### src/hdl/wsht_ram.sv
// generic single write port, single read port ram with registered read data
`default_nettype none

module wsht_ram #(
   parameter int WIDTH = 8,
   parameter int DEPTH = 16
) (
   input  wire logic                                   clock,
   input  wire logic                                   wr_en,
   input  wire logic [(DEPTH > 1 ? $clog2(DEPTH) : 1)-1:0] wr_addr,
   input  wire logic [WIDTH-1:0]                       wr_data,
   input  wire logic [(DEPTH > 1 ? $clog2(DEPTH) : 1)-1:0] rd_addr,
   output logic      [WIDTH-1:0]                       rd_data
);

   logic [WIDTH-1:0] mem_ff [DEPTH];

   // write port
   always_ff @(posedge clock) begin
      if (wr_en) begin
         mem_ff[wr_addr] <= wr_data;
      end
   end

   // registered read port
   always_ff @(posedge clock) begin
      rd_data <= mem_ff[rd_addr];
   end

endmodule

`default_nettype wire

### config.mk
export PLATFORM = sky130hd
export DESIGN_NAME = wsht_ram
export DESIGN_NICKNAME = d
export VERILOG_FILES = /design/src/hdl/wsht_ram.sv
export SDC_FILE = /design/constraint.sdc
export NUM_CORES = 1
export LEC_CHECK = 0
export BUFFER_PORTS_ARGS = -buffer_cell sky130_fd_sc_hd__buf_2
export CAP_MARGIN = 40
export CORE_ASPECT_RATIO = 1.5
export CORE_MARGIN = 3
export CORE_UTILIZATION = 60
export DETAILED_ROUTE_END_ITERATION = 16
export PLACE_DENSITY = 0.75
export SYNTH_ARGS = -nofsm -noshare
export SYNTH_HDL_FRONTEND = slang
export SYNTH_SLANG_ARGS = --single-unit
### constraint.sdc
create_clock -name clock -period 2 [get_ports clock]
set_clock_uncertainty 0.05 [all_clocks]
set_input_delay 0 -clock clock [delete_from_list [all_inputs] [get_ports clock]]
set_output_delay 0 -clock clock [all_outputs]
set_load 0.03 [all_outputs]
==> summary.md <==
| Metric | Value |
|---|---|
| Worst Setup Start Kind | register |
| Met3 usage | 0.0809 |
| Total CTS buffers | 17 |
| Synth area leaders | edfxtp_1, mux4_2, mux4_1, dfxtp_1, a22oi_1 |
| WHS | 0.0774 ns |
| Worst-skew pair later-pin latency | 0.41 ns |
| Power Dens Cells | 1050 nW/µm² |
| Die Area | 9750 µm² |
| Syn Nets | 247 |
| Family with the most delay on the worst path | multiplexers |
| Area of the multi-input gates | 1060 µm² |
| Busiest grt layer | met2 |
| DRC | 0 |
| Final period util | 0.704 |
| Worst-path clk slew | 0.05 ns |
| Ys async rst share | 0 |
| Synth unique cells | 19 |
| Seq/Total Area, Yosys | 0.778 |
| P_int | 5200 µW |
| Leakage dissipation | 0.00211 µW |
| GRT Residual Overflow | 0 |
| Fmax achieved | 0.710 GHz |
| Clock sinks | 136 |
| # rows | 40 |
| Slew Limit Fails | 0 |
| Total of max-cap violations | 0 |
| P_sw | 1220 µW |
| Die H | 119 µm |
| Drt pass-1 iters | 5 |
| Hold Path Stages | 3 |
| Largest net degree at the start of global routing | 28 |
| Register area | 4000 µm² |
| Core Region | 8160 µm² |
| Max_slew headroom | 0.507 |
| Fin. Hold Viols | 0 |
| Final setup vio count | 0 |
| Antenna violations before repair | 0 |
| CP Buf/Inv Count | 0 |
| GRT met1 Usage | 0.280 |
| Number of synthesized register bits | 136 |
| Initial Utilization | 0.631 |
| Critical-path top delay cell | mux4_1 |
| First-pass GRT wire length | 14700 µm |
| Max IR drop VDD | 0.00104 V |
| # diodes | 0 |
| Most frequent cell after synthesis | edfxtp_1 |
| Worst hold path class | in -> reg |
| Hold Path End | mem_ff[4][0] |
| Critical R2R Launch | mem_ff[1][0] |
| Total track usage | 0.224 |
| Switching part of the total | 0.190 |
| Logic pwr share | 0.052 |
| Setup TNS | 0 ns |
| Number of fill cells | 448 |
| Vias in the first global route | 2613 |
| Overall Power | 6410 µW |
| Die W | 81.6 µm |
| Post-DRT Antenna Nets | 0 |
| Worst path depth | 3 |
| Slew @ Worst Pin | 0.738 ns |
| CTS tree | built |
| Port buffer count | 25 |
| R2R depth | 3 |
| Critical path class | reg -> reg |
| CTS max path bufs | 2 |
| EDFF count, synth | 128 |
| H-tree Lvls | 4 |
| Hold Crit Start | wr_addr[0] |
| Crit path largest cell delay | 0.53 ns |
| Final std cells w/o fill | 408 |
| CP Capture Type | register |
| Outcome | finished clean |
| Iter 0 DRT Violations | 177 |
| Nets | 308 |
| Top cell type by total area after synthesis | edfxtp_1 |
| DP Cell Count | 368 |
| Routed vias | 2480 |
| CP Data Arrival Time | 1.64 ns |
| CTS Root Buffer Type | clkbuf_16 |
| Post-layout util | 0.751 |
| Top post-synthesis cells by count | edfxtp_1, mux4_2, a22oi_1 |
| Post_cts resized | 0 |
| Synthesized area | 5150 µm² |
| Synth top area share | 0.747 |
| RR Endpoint | rd_data[0] |
| Crit path required time | 2.23 ns |
| Ys flop type | edfxtp_1 |
| RePlAce Congestion | 0.727 |
| Sequential share of power | 0.500 |
| Syn. warnings | 0 |
| Detailed Route WL | 9300 µm |
| Num ports | 26 |
| CP max FO | 1 |
| Final HPWL DP | 6060 µm |
| RSZ-0062 raised after global routing | no |
| Post-Synthesis Cells | 229 |
| Share of cells above drive strength 1 | 0.290 |
| Synth-to-Final Area Change | 19.0% |
| Clock network power share | 0.447 |
| Avg WL per Cell | 22.8 µm |
| Via density | 6.08 |
| Cell chain of the critical path | mux4_1, a22oi_1, nand2_1 |
| GR Util met2 | 0.358 |
| Syn avg cell area | 22.5 µm² |
| R2r setup slk | 0.59 ns |
| Tmin final | 1.41 ns |
[per-layer routing]
metal  wire, µm  vias to the layer above
li1           -                     1097
met1       3500                     1278
met2       5190                       96
met3        496                        9
met4        114                        0
met5          0                        -
[cells in the final DEF, fill, tap and decap left out]
master | Yosys | layout
mux4_1 | 14 | 14
clkbuf_8 | 0 | 5
or3b_2 | 1 | 1
nor3_1 | 4 | 4
bufinv_16 | 0 | 1
clkbuf_16 | 0 | 17
buf_4 | 1 | 17
nand3b_1 | 2 | 2
a22oi_1 | 16 | 16
and2_1 | 1 | 1
and2b_1 | 1 | 1
nand2_1 | 9 | 9
buf_2 | 3 | 25
edfxtp_1 | 128 | 128
clkinv_2 | 0 | 2
nor2b_1 | 1 | 1
dlygate4sd3_1 | 0 | 8
clkbuf_1 | 0 | 7
mux4_2 | 18 | 18
nor2_1 | 13 | 13
buf_12 | 0 | 2
nand3_1 | 1 | 1
nand2b_1 | 2 | 2
dfxtp_1 | 8 | 8
[flip-flops by register name, summed over array words and instances, names as in the netlist]
signal and count:
rd_data 8, mem_ff 128
[worst max-delay path by stage]
stage / startpoint / to / slack [ns]
6_report: mem_ff[1][0] / rd_data[0] / 0.59
3_5_place_dp: rd_addr[0] / rd_data[0] / 0.40
3_3_place_gp: rd_addr[0] / rd_data[7] / 0.43
5_1_grt: mem_ff[5][2] / rd_data[2] / 0.55
2_1_floorplan: wr_addr[2] / mem_ff[0][0] / 0.46
4_1_cts: mem_ff[5][2] / rd_data[2] / 0.60
[power groups by stage]
stage	clock (µW)	combinational (µW)	sequential [µW]
final	2870	334	3210
after detailed placement	0	324	3270
after global routing	3070	362	3210
after global placement	0	316	3260
after CTS	2920	337	3210
after floorplan	0	162	3300
[what timing repair did]
item                      4_1_cts  5_1_grt
buffers inserted                0        0
hold buffers                    8        0
hold endpoints to repair      128        0
[through the flow]
stage / setup WS (ns) / area (µm²)
floorplan: 0.457 / 5150
global placement: 0.426 / 5490
detailed placement: 0.398 / 5490
CTS: 0.603 / 6130
global route: 0.551 / 6130
finish: 0.593 / 6130
[kinds of logic (layout without fill, tap and decap cells)]
group | Yosys count | count (layout) | synth area share
buffers and inverters | 10 | 84 | 0.0168
flip-flops | 136 | 136 | 0.778
AND/OR/NAND/NOR | 35 | 35 | 0.0318
multiplexers | 32 | 32 | 0.150
AO/OA/AOI/OAI | 16 | 16 | 0.0233
[worst reg2reg max path, stage by stage, from the launching register on]
cell and delay (ns):
edfxtp_1 0.36, mux4_1 0.53, a22oi_1 0.24, nand2_1 0.10
[final cells by class]
cell class | count | share of cell area
Multi-Input combinational cell | 83 | 0.173
Clock buffer | 29 | 0.0850
Tap cell | 105 | 0.0214
Timing Repair Buffer | 52 | 0.0609
Sequential cell | 136 | 0.654
Clock inverter | 3 | 0.00654
Note: power is estimated with default switching activity, not from simulation.
